===== src/sv/lkvc_pkg.sv =====
// Package: shared types and constants for the LRU key/value cache.
package lkvc_pkg;

  localparam int unsigned KEY_W = 32;
  localparam int unsigned VAL_W = 32;
  localparam int unsigned CAP_W = 5;
  localparam logic [CAP_W-1:0] CAP_RESET = CAP_W'(16);
  localparam logic [VAL_W-1:0] MISS_VALUE = '1;

  typedef enum logic {
    MODE_GET = 1'b0,
    MODE_SET = 1'b1
  } mode_t;

  // Request item as it travels from the front to the back
  typedef struct packed {
    mode_t            mode;
    logic [KEY_W-1:0] key;
    logic [VAL_W-1:0] value;
  } req_t;

  // Result item
  typedef struct packed {
    logic             found;
    logic [VAL_W-1:0] read_value;
    logic             evicted;
  } rsp_t;

endpackage


===== src/sv/lkvc_front.sv =====
// Front end: accepts request items into a short queue feeding the back end.
module lkvc_front #(
  parameter int unsigned DEPTH = 2
) (
  input  logic              clk,
  input  logic              rst_n,
  input  logic              in_valid,
  output logic              in_ready,
  input  lkvc_pkg::req_t    in_req,
  output logic              q_valid,
  input  logic              q_ready,
  output lkvc_pkg::req_t    q_req
);
  import lkvc_pkg::*;

  localparam int unsigned PW = (DEPTH > 1) ? $clog2(DEPTH) : 1;

  req_t            mem_r [DEPTH];
  logic [PW-1:0]   wp_r, wp_nxt, rp_r, rp_nxt;
  logic [PW:0]     cnt_r, cnt_nxt;
  logic            push, pop;

  assign in_ready = (cnt_r != (PW+1)'(DEPTH));
  assign q_valid  = (cnt_r != '0);
  assign q_req    = mem_r[rp_r];
  assign push     = in_valid && in_ready;
  assign pop      = q_valid && q_ready;

  // Pointer and count update
  always_comb begin
    wp_nxt  = push ? ((wp_r == PW'(DEPTH-1)) ? '0 : wp_r + PW'(1)) : wp_r;
    rp_nxt  = pop  ? ((rp_r == PW'(DEPTH-1)) ? '0 : rp_r + PW'(1)) : rp_r;
    cnt_nxt = cnt_r + (PW+1)'(push) - (PW+1)'(pop);
  end

  always_ff @(posedge clk) begin
    if (!rst_n) begin
      wp_r  <= '0;
      rp_r  <= '0;
      cnt_r <= '0;
    end else begin
      wp_r  <= wp_nxt;
      rp_r  <= rp_nxt;
      cnt_r <= cnt_nxt;
    end
  end

  always_ff @(posedge clk) begin
    if (push) mem_r[wp_r] <= in_req;
  end

endmodule


===== src/sv/lkvc_back.sv =====
// Back end: parallel tag match, LRU rank update and result register.
module lkvc_back #(
  parameter int unsigned DEPTH = 16
) (
  input  logic                        clk,
  input  logic                        rst_n,
  input  logic [lkvc_pkg::CAP_W-1:0]  capacity,
  input  logic                        q_valid,
  output logic                        q_ready,
  input  lkvc_pkg::req_t              q_req,
  output logic                        out_valid,
  input  logic                        out_ready,
  output lkvc_pkg::rsp_t              out_rsp
);
  import lkvc_pkg::*;

  localparam int unsigned IW = $clog2(DEPTH);
  localparam int unsigned UW = $clog2(DEPTH + 1);

  logic [KEY_W-1:0] keys_r [DEPTH];
  logic [VAL_W-1:0] vals_r [DEPTH];
  logic [IW-1:0]    rank_r [DEPTH];
  logic [IW-1:0]    rank_nxt [DEPTH];
  logic [DEPTH-1:0] valid_r, valid_nxt;
  logic [UW-1:0]    used_r, used_nxt, eff_cap;
  logic             ovalid_r;
  rsp_t             rsp_r, rsp_nxt;

  logic             go, hit, has_free, lru_ok;
  logic [IW-1:0]    hit_idx, free_idx, lru_idx, tgt, trank;
  logic             do_touch, was_ranked, wr_key, wr_val;

  assign q_ready   = !ovalid_r || out_ready;
  assign go        = q_valid && q_ready;
  assign out_valid = ovalid_r;
  assign out_rsp   = rsp_r;

  // Effective capacity: zero means one, saturated at the store depth
  always_comb begin
    if (capacity == '0)
      eff_cap = UW'(1);
    else if (32'(capacity) > DEPTH)
      eff_cap = UW'(DEPTH);
    else
      eff_cap = UW'(capacity);
  end

  // Priority searches: lowest matching index wins
  always_comb begin
    hit = 1'b0; hit_idx = '0;
    has_free = 1'b0; free_idx = '0;
    lru_ok = 1'b0; lru_idx = '0;
    for (int i = DEPTH-1; i >= 0; i--) begin
      if (valid_r[i] && keys_r[i] == q_req.key) begin
        hit = 1'b1; hit_idx = IW'(i);
      end
      if (!valid_r[i]) begin
        has_free = 1'b1; free_idx = IW'(i);
      end
      // rank of least recent valid entry is used_count-1
      if (valid_r[i] && 32'(rank_r[i]) == 32'(used_r) - 1) begin
        lru_ok = 1'b1; lru_idx = IW'(i);
      end
    end
  end

  // Decide the action for this item
  always_comb begin
    rsp_nxt    = '0;
    tgt        = hit_idx;
    do_touch   = 1'b0;
    was_ranked = 1'b1;
    wr_key     = 1'b0;
    wr_val     = 1'b0;
    used_nxt   = used_r;
    valid_nxt  = valid_r;
    if (q_req.mode == MODE_GET) begin
      if (hit) begin
        rsp_nxt.found      = 1'b1;
        rsp_nxt.read_value = vals_r[hit_idx];
        do_touch           = 1'b1;
      end else begin
        rsp_nxt.read_value = MISS_VALUE;
      end
    end else if (hit) begin
      rsp_nxt.found = 1'b1;
      do_touch      = 1'b1;
      wr_val        = 1'b1;
    end else if (used_r < eff_cap) begin
      if (has_free) begin
        tgt        = free_idx;
        do_touch   = 1'b1;
        was_ranked = 1'b0;
        wr_key     = 1'b1;
        wr_val     = 1'b1;
        valid_nxt[free_idx] = 1'b1;
        used_nxt   = used_r + UW'(1);
      end
    end else if (lru_ok) begin
      tgt             = lru_idx;
      do_touch        = 1'b1;
      wr_key          = 1'b1;
      wr_val          = 1'b1;
      rsp_nxt.evicted = 1'b1;
    end
  end

  // Rank update: the target becomes most recent; entries more recent than it (all valid ones on a fill) age by one
  assign trank = rank_r[tgt];
  always_comb begin
    for (int i = 0; i < DEPTH; i++) begin
      rank_nxt[i] = rank_r[i];
      if (do_touch) begin
        if (IW'(i) == tgt)
          rank_nxt[i] = '0;
        else if (valid_r[i] && (!was_ranked || rank_r[i] < trank))
          rank_nxt[i] = rank_r[i] + IW'(1);
      end
    end
  end

  always_ff @(posedge clk) begin
    if (!rst_n) begin
      valid_r  <= '0;
      used_r   <= '0;
      ovalid_r <= 1'b0;
    end else begin
      if (go) begin
        valid_r <= valid_nxt;
        used_r  <= used_nxt;
      end
      if (go)
        ovalid_r <= 1'b1;
      else if (out_ready)
        ovalid_r <= 1'b0;
    end
  end

  // Payload registers
  always_ff @(posedge clk) begin
    if (go) begin
      rsp_r <= rsp_nxt;
      for (int i = 0; i < DEPTH; i++) rank_r[i] <= rank_nxt[i];
      if (wr_key) keys_r[tgt] <= q_req.key;
      if (wr_val) vals_r[tgt] <= q_req.value;
    end
  end

endmodule


===== src/sv/lru_key_value_cache.sv =====
// Top level: LRU key/value cache with configuration register.
// Fully associative key/value cache of STORE_DEPTH entries with LRU
// replacement. Each request item yields one result item. Items pass through
// a two-entry input queue into the back end, which does the tag match and
// recency update and registers the result, so the sustained rate is one item per
// clock while out_ready stays high. The capacity register (reset 16) limits the
// entries in use; the user must write it while idle; the block does not enforce it.
module lru_key_value_cache #(
  parameter int unsigned STORE_DEPTH = 16
) (
  input  logic        clk,
  input  logic        rst_n,
  input  logic        cfg_valid,
  output logic        cfg_ready,
  input  logic [4:0]  cfg_capacity,
  input  logic        in_valid,
  output logic        in_ready,
  input  logic        in_mode,
  input  logic signed [31:0] in_key,
  input  logic signed [31:0] in_value,
  output logic        out_valid,
  input  logic        out_ready,
  output logic        out_found,
  output logic signed [31:0] out_read_value,
  output logic        out_evicted
);
  import lkvc_pkg::*;

  logic [CAP_W-1:0] cap_r;
  req_t in_req, q_req;
  rsp_t rsp;
  logic q_valid, q_ready;

  assign cfg_ready = 1'b1;
  always_ff @(posedge clk) begin
    if (!rst_n)
      cap_r <= CAP_RESET;
    else if (cfg_valid)
      cap_r <= cfg_capacity;
  end

  assign in_req.mode  = mode_t'(in_mode);
  assign in_req.key   = in_key;
  assign in_req.value = in_value;

  lkvc_front #(.DEPTH(2)) u_front (
    .clk(clk), .rst_n(rst_n),
    .in_valid(in_valid), .in_ready(in_ready), .in_req(in_req),
    .q_valid(q_valid), .q_ready(q_ready), .q_req(q_req)
  );

  lkvc_back #(.DEPTH(STORE_DEPTH)) u_back (
    .clk(clk), .rst_n(rst_n), .capacity(cap_r),
    .q_valid(q_valid), .q_ready(q_ready), .q_req(q_req),
    .out_valid(out_valid), .out_ready(out_ready), .out_rsp(rsp)
  );

  assign out_found      = rsp.found;
  assign out_read_value = rsp.read_value;
  assign out_evicted    = rsp.evicted;

endmodule


===== config.mk =====
export PLATFORM = sky130hd
export DESIGN_NAME = lru_key_value_cache
export DESIGN_NICKNAME = d
export VERILOG_FILES = /design/src/sv/lkvc_pkg.sv /design/src/sv/lkvc_front.sv /design/src/sv/lkvc_back.sv /design/src/sv/lru_key_value_cache.sv
export SDC_FILE = /design/constraint.sdc
export NUM_CORES = 2
export LEC_CHECK = 0
export BUFFER_PORTS_ARGS = -buffer_cell sky130_fd_sc_hd__clkbuf_2
export CAP_MARGIN = 25
export CORE_MARGIN = 10
export CORE_UTILIZATION = 61
export CTS_CLUSTER_DIAMETER = 200
export CTS_CLUSTER_SIZE = 28
export DETAILED_ROUTE_END_ITERATION = 10
export HOLD_SLACK_MARGIN = 0.03
export PLACE_DENSITY = 0.85
export SYNTH_ARGS = -nofsm -noshare
export SYNTH_HDL_FRONTEND = slang
export SYNTH_HIERARCHICAL = 1
export SYNTH_SLANG_ARGS = --single-unit

===== constraint.sdc =====
create_clock -name clk -period 8.1 [get_ports clk]
set_clock_uncertainty 0.15 [all_clocks]
set_input_delay 2.43 -clock clk [delete_from_list [all_inputs] [get_ports clk]]
set_output_delay 2.43 -clock clk [all_outputs]
set_load 0.03 [all_outputs]

### Word level (Yosys, flattened, before mapping)

Memories as Yosys holds them, arrays and structs flattened. A register that Yosys moved wholly into a read port is not among the register bits.
Cells that the tools add are included.

* bits in latches: 0
* flip-flop bits (word level): 65
* word-level logic and storage cells: 366
* bits of input ports: 75
* memory bits (writable): 1218
* memory bits (read-only): 0
* memories: 4
* output and inout bits: 37

Memory list
* u_back.keys_r: words 16, bits a word 32, read ports 16, clocked after Yosys merged registers in 0, write ports 1, line lkvc_back.sv:20 `logic [KEY_W-1:0] keys_r [DEPTH];`
* u_back.vals_r: words 16, bits a word 32, read ports 1, clocked after Yosys merged registers in 0, write ports 1, line lkvc_back.sv:21 `logic [VAL_W-1:0] vals_r [DEPTH];`
* u_front.mem_r: words 2, bits a word 65, read ports 1, clocked after Yosys merged registers in 1, write ports 1, line lkvc_front.sv:18 `req_t mem_r [DEPTH];`
* u_back.rank_r: words 16, bits a word 4, read ports 17, clocked after Yosys merged registers in 0, write ports 16, line lkvc_back.sv:22 `logic [IW-1:0] rank_r [DEPTH];`

* shift-type cells: 0
* divide/modulo/power cells: 0
* order comparisons: 20
* $add $sub $neg: 22
* reduce and logical (&&, ||, !) cells: 76
* bitwise logic cells: 3
* multiplexer cells: 183
* equal/unequal tests: 48
* multipliers: 0

Operator list (number)
* $eq A32 B32 Y1: 16
* $eq A4 B32 Y1: 16
* $mux W4: 101
* $mux W1: 78
* $add A4 B1 Y4 const B: 16
* $lt A4 B4 Y1: 16
* $logic_and A1 B1 Y1: 51
* $eq A4 B4 Y1 const A: 8
* $mux W32: 1
* $logic_or A1 B1 Y1: 17
* $eq A3 B4 Y1 const A: 4
* $or A16 B16 Y16: 1
* $mux W5: 2
* $eq A2 B4 Y1 const A: 2
* $sub A5 B1 Y6 const B: 1
* $add A5 B1 Y5 const B: 1
* $gt A5 B5 Y1 const B: 1
* $logic_not A5 Y1: 1
* $lt A4 B5 Y1 const B: 1
* $lt A5 B5 Y1: 1
* $reduce_and A5 Y1: 1
* $demux W1 S4: 1
* $eq A1 B4 Y1 const A: 1
* $ge A4 B1 Y1 const B: 1
* other kinds (9): 13

### Depth between registers and ports, before layout

An unclocked memory read counts as a cell.

* depth after elaboration: 30
* depth in mapped cells: 27
* depth with buffers taken out: 21

### Modules after synthesis

Netlist, hierarchy kept.

By module, submodules not included
* lkvc_back: area each 52217.6 sq um, seq. area each 34132.7 sq um, cells each 3619, instances 1
* lkvc_front: area each 5154.9 sq um, seq. area each 4003.8 sq um, cells each 231, instances 1
* lru_key_value_cache: area each 201.4 sq um, seq. area each 100.1 sq um, cells each 18, instances 1

### Worst setup path after synthesis

Ideal clock, no wire load.

* path kind: reg2reg
* start: register with a tool-made name
* end: memory u_back/rank_r[10][0] (netlist name) (enable)
* cell stages (with the launch flop): 25
* path buffers: 7
* setup time: 0.379 ns
* required time: 7.571 ns
* setup slack: 0.887 ns
* clock period less this slack: 7.213 ns
* arrival time: 6.684 ns
* cells stage by stage: dfxtp_1 buf_4 buf_6 mux2_4 buf_2 buf_4 xor2_1 nor4_1 nand4_1 or4_1 nand2_1 a221oi_1 o21a_1 clkbuf_1 a211oi_4 buf_2 buf_4 mux2i_1 mux2i_1 a32o_1 a221oi_1 ha_1 a211oi_1 nand2_1 o41ai_1

RTL lines (line)
* end: declaration: lkvc_back.sv:22

==> flow_metrics.env <==
export IMPL_row_count=112
export IMPL_cap_violations=0
export IMPL_synth_edf_count=1252
export IMPL_coreArea_um2=93500
export IMPL_grt_pass1_vias=33559
export IMPL_finalWorstSetupSlack_ns=0.546
export IMPL_synth_nets=4014
export IMPL_fin_nets=4114
export IMPL_cts_resized=0
export IMPL_clkSlewWorstSetupHoldPaths_ns=0.11
export IMPL_cp_required_ns=8.26
export IMPL_hold_slack_ns=0.382
export IMPL_top_usage_layer="met2"
export IMPL_grtUsageMet1=0.347
export IMPL_clock_path_buffers=3
export IMPL_min_period_over_period=0.933
export IMPL_post_route_min_period_ns=7.55
export IMPL_drc=0
export IMPL_avgRoutedWirePerCell_um=26.4
export IMPL_synth_ff_type="edfxtp_1"
export IMPL_tightest_slew_ns=1.08
export IMPL_insertion_delay_ns=0.68
export IMPL_pwr_density_cell_nw_per_um2=267
export IMPL_first_pass_iters=7
export IMPL_die_area_um2=107000
export IMPL_irDropWorstVdd_mv=0.308
export IMPL_status="finished clean"
export IMPL_port_buffers=110
export IMPL_synth_xor_area_frac=0.0971
export IMPL_yosysSeqAreaShare=0.664
export IMPL_p_total_mw=16.4
export IMPL_die_w_um=327
export IMPL_final_cell_count_no_fill=5243
export IMPL_drt_vias_per_instance=6.59
export IMPL_hold_violations=0
export IMPL_ant_nets=0
export IMPL_setup_tns_ns=0
export IMPL_synth_area_mux_share=0.0694
export IMPL_htree_levels=2
export IMPL_fmax_mhz=132
export IMPL_cpPeakStageDelay_ns=0.73
export IMPL_crit_slowest_cell="or4b_2"
export IMPL_cts_tree="built"
export IMPL_place_ws_ns=0.452
export IMPL_rsz0062_at_grt="no"
export IMPL_syn_avg_cell_area_um2=14.9
export IMPL_setup_violations=0
export IMPL_ys_ff_latch=1284
export IMPL_antenna_found_initial=2
export IMPL_grt_max_degree=192
export IMPL_cp_end_kind="flip-flop"
export IMPL_path_class="reg2reg"
export IMPL_synth_top_family_by_area="XOR/XNOR gates"
export IMPL_slew_viol_final=0
export IMPL_ioPinCount=112
export IMPL_initialDrtViolationCount=4776
export IMPL_grt_remaining_overflow=0
export IMPL_grt_usage=0.250
export IMPL_hp_class="reg2reg"
export IMPL_synthSimpleGateAreaFrac=0.0868
export IMPL_cts_buffers=51
export IMPL_synthAdderAreaFrac=0.0154
export IMPL_grtUsageMet3=0.0403
export IMPL_die_height_um=327
export IMPL_wl_mm=138
export IMPL_ys_async_sr_fraction=0
export IMPL_slew_headroom=0.280
export IMPL_syn_area_um2=57600
export IMPL_vias=34566
export IMPL_placed_area_um2=60000
export IMPL_p_leak_nw=20.9
export IMPL_place_detailed_instances=5163
export IMPL_synth_compound_area_frac=0.0485
export IMPL_yosysWarnings=6
export IMPL_area_growth_pct=6.74
export IMPL_place_hpwl_mm=85.6
export IMPL_start_util=0.616
export IMPL_final_cell_area_um2=61500
export IMPL_drive_gt1_frac=0.148
export IMPL_grt_pass1_wl_mm=206
export IMPL_arrival_ns=7.71
export IMPL_syn_instance_count=3868
export IMPL_finalWeightedCongestion=0.929
export IMPL_utilization=0.657
export IMPL_ys_types=80
export IMPL_root_buffer="clkbuf_16"
export IMPL_cp_start_kind="flip-flop"
export IMPL_critPathMaxFanout=32
export IMPL_grt_met2_usage=0.402
export IMPL_crit_path_cell_trace="buf_4 > mux2_4 > xor2_1 > nor4_1 > nand4_1 > nor4_1 > buf_4 > or4b_2 > nor4_1 > nand2_1 > o32ai_2 > nor2b_1 > a32o_1 > a221oi_2 > buf_4 > ha_1 > a211oi_1 > nand2_1 > o41ai_1"
export IMPL_clock_sinks=1284
-- synth_stat cells, types with 4 or more instances --
| cell | instances | area [µm²] |
|---|---|---|
| o211ai_1 | 15 | 113 |
| a211oi_1 | 46 | 345 |
| mux2i_1 | 159 | 1590 |
| or2_2 | 8 | 50.1 |
| o41ai_2 | 10 | 163 |
| or4_1 | 10 | 75.1 |
| nor4_4 | 4 | 85.1 |
| nor2_1 | 163 | 612 |
| a21oi_1 | 158 | 791 |
| nand2_1 | 169 | 634 |
| o21ai_0 | 89 | 445 |
| nand4_1 | 67 | 419 |
| nand3_1 | 69 | 345 |
| a21o_1 | 9 | 67.6 |
| nor2b_1 | 42 | 263 |
| ha_1 | 71 | 888 |
| dfxtp_1 | 32 | 641 |
| xnor2_1 | 137 | 1200 |
| a221o_1 | 33 | 330 |
| buf_6 | 10 | 113 |
| clkbuf_1 | 68 | 255 |
| o41ai_1 | 7 | 61.3 |
| nor4_1 | 200 | 1250 |
| and4_1 | 4 | 35.0 |
| nor3_1 | 41 | 205 |
| or3_1 | 10 | 62.6 |
| nor4b_1 | 15 | 131 |
| buf_4 | 13 | 97.6 |
| edfxtp_1 | 1252 | 37600 |
| nand2b_1 | 21 | 131 |
| inv_1 | 19 | 71.3 |
| buf_1 | 13 | 48.8 |
| nor4_2 | 9 | 113 |
| nand4b_1 | 31 | 272 |
| buf_2 | 96 | 480 |
| o21bai_1 | 11 | 82.6 |
| and2_1 | 25 | 156 |
| xnor3_1 | 16 | 360 |
| mux2_2 | 143 | 1610 |
| mux2_4 | 50 | 751 |
| a221oi_1 | 4 | 35.0 |
| o21a_1 | 4 | 30.0 |
| xor2_1 | 458 | 4010 |
-- report_power, final --
| group | internal [mW] | switching [mW] |
|---|---|---|
| Sequential | 8.22 | 0.151 |
| Clock | 1.21 | 1.89 |
| Combinational | 1.50 | 3.44 |
-- critical path, delay by kind of cell, from the launching register on --
family | cells | cell delay [ns]
and+or+nand+nor | 8 | 2.57
adders and majority gates | 1 | 0.30
buffers and inverters | 3 | 0.92
AOI/OAI and AO/OA | 5 | 1.55
xor gates and xnor gates | 1 | 0.32
DFF | 1 | 0.64
muxes | 1 | 0.67
-- final timing paths --
check | start | endpoint | slack, ns | cells past startpoint
max | flip-flop | u_back/rank_r[5][1] | 0.55 | 19
min | cap_r[4] | cap_r[4] | 0.38 | 2
max reg2reg | flip-flop | u_back/rank_r[5][1] | 0.55 | 19
min reg2reg | cap_r[4] | cap_r[4] | 0.38 | 2
-- layout by cell type (no fill, tap or decap), drive strengths merged, types with 26 or more instances in the layout --
cell type / count
nor2b: 42
xor2: 458
nand4: 68
dfxtp: 32
and2: 26
clkbuf: 181
a21oi: 158
a221o: 33
o21ai: 91
nor4: 213
xnor2: 138
ha: 71
a211oi: 47
nand2: 169
mux2i: 159
nand4b: 31
nand3: 71
mux2: 193
buf: 137
nor2: 163
edfxtp: 1252
nor3: 43
-- registers in the layout, indices dropped and copies added (netlist names), 2 cells and up, named ones only --
register	flops
u_back/rank_r	64
u_back/out_rsp	34
u_back/keys_r	512
cap_r	5
u_back/vals_r	512
u_front/mem_r	130
u_front/cnt_r	2
u_back/used_r	5
u_back/valid_r	16
-- kinds of logic (layout without fill, tap and decap cells) --
group / after synthesis / after routing
flip-flops: 1284 / 1284
XOR/XNOR: 612 / 612
buffers and inverters: 221 / 341
AND/OR/NAND/NOR: 905 / 905
AO/OA/AOI/OAI: 420 / 420
other: 1 / 2
adder cells (fa/ha/maj): 71 / 71
multiplexers: 354 / 354
-- cell type report --
cell class	count	area, µm²
clock buffers	71	1390
flip-flops and latches	1284	38200
inverters	21	80.1
well taps	1254	1570
repair buffers	247	1640
multi-input cells	2363	18500
fillers	6158	32000
diodes	1	2.50
clock inverters	2	25.0
-- repair_timing --
action / 4_1_cts / 5_1_grt
setup endpoints to repair: 0 / 8
hold buffers: 0 / 0
buffers inserted: 0 / 6
-- layer usage --
layer	routed length, µm	vias to the layer above
li1	-	14874
met1	53900	17242
met2	65200	2097
met3	14300	353
met4	4920	0
met5	0	-
(Power assumes the default switching activity.)
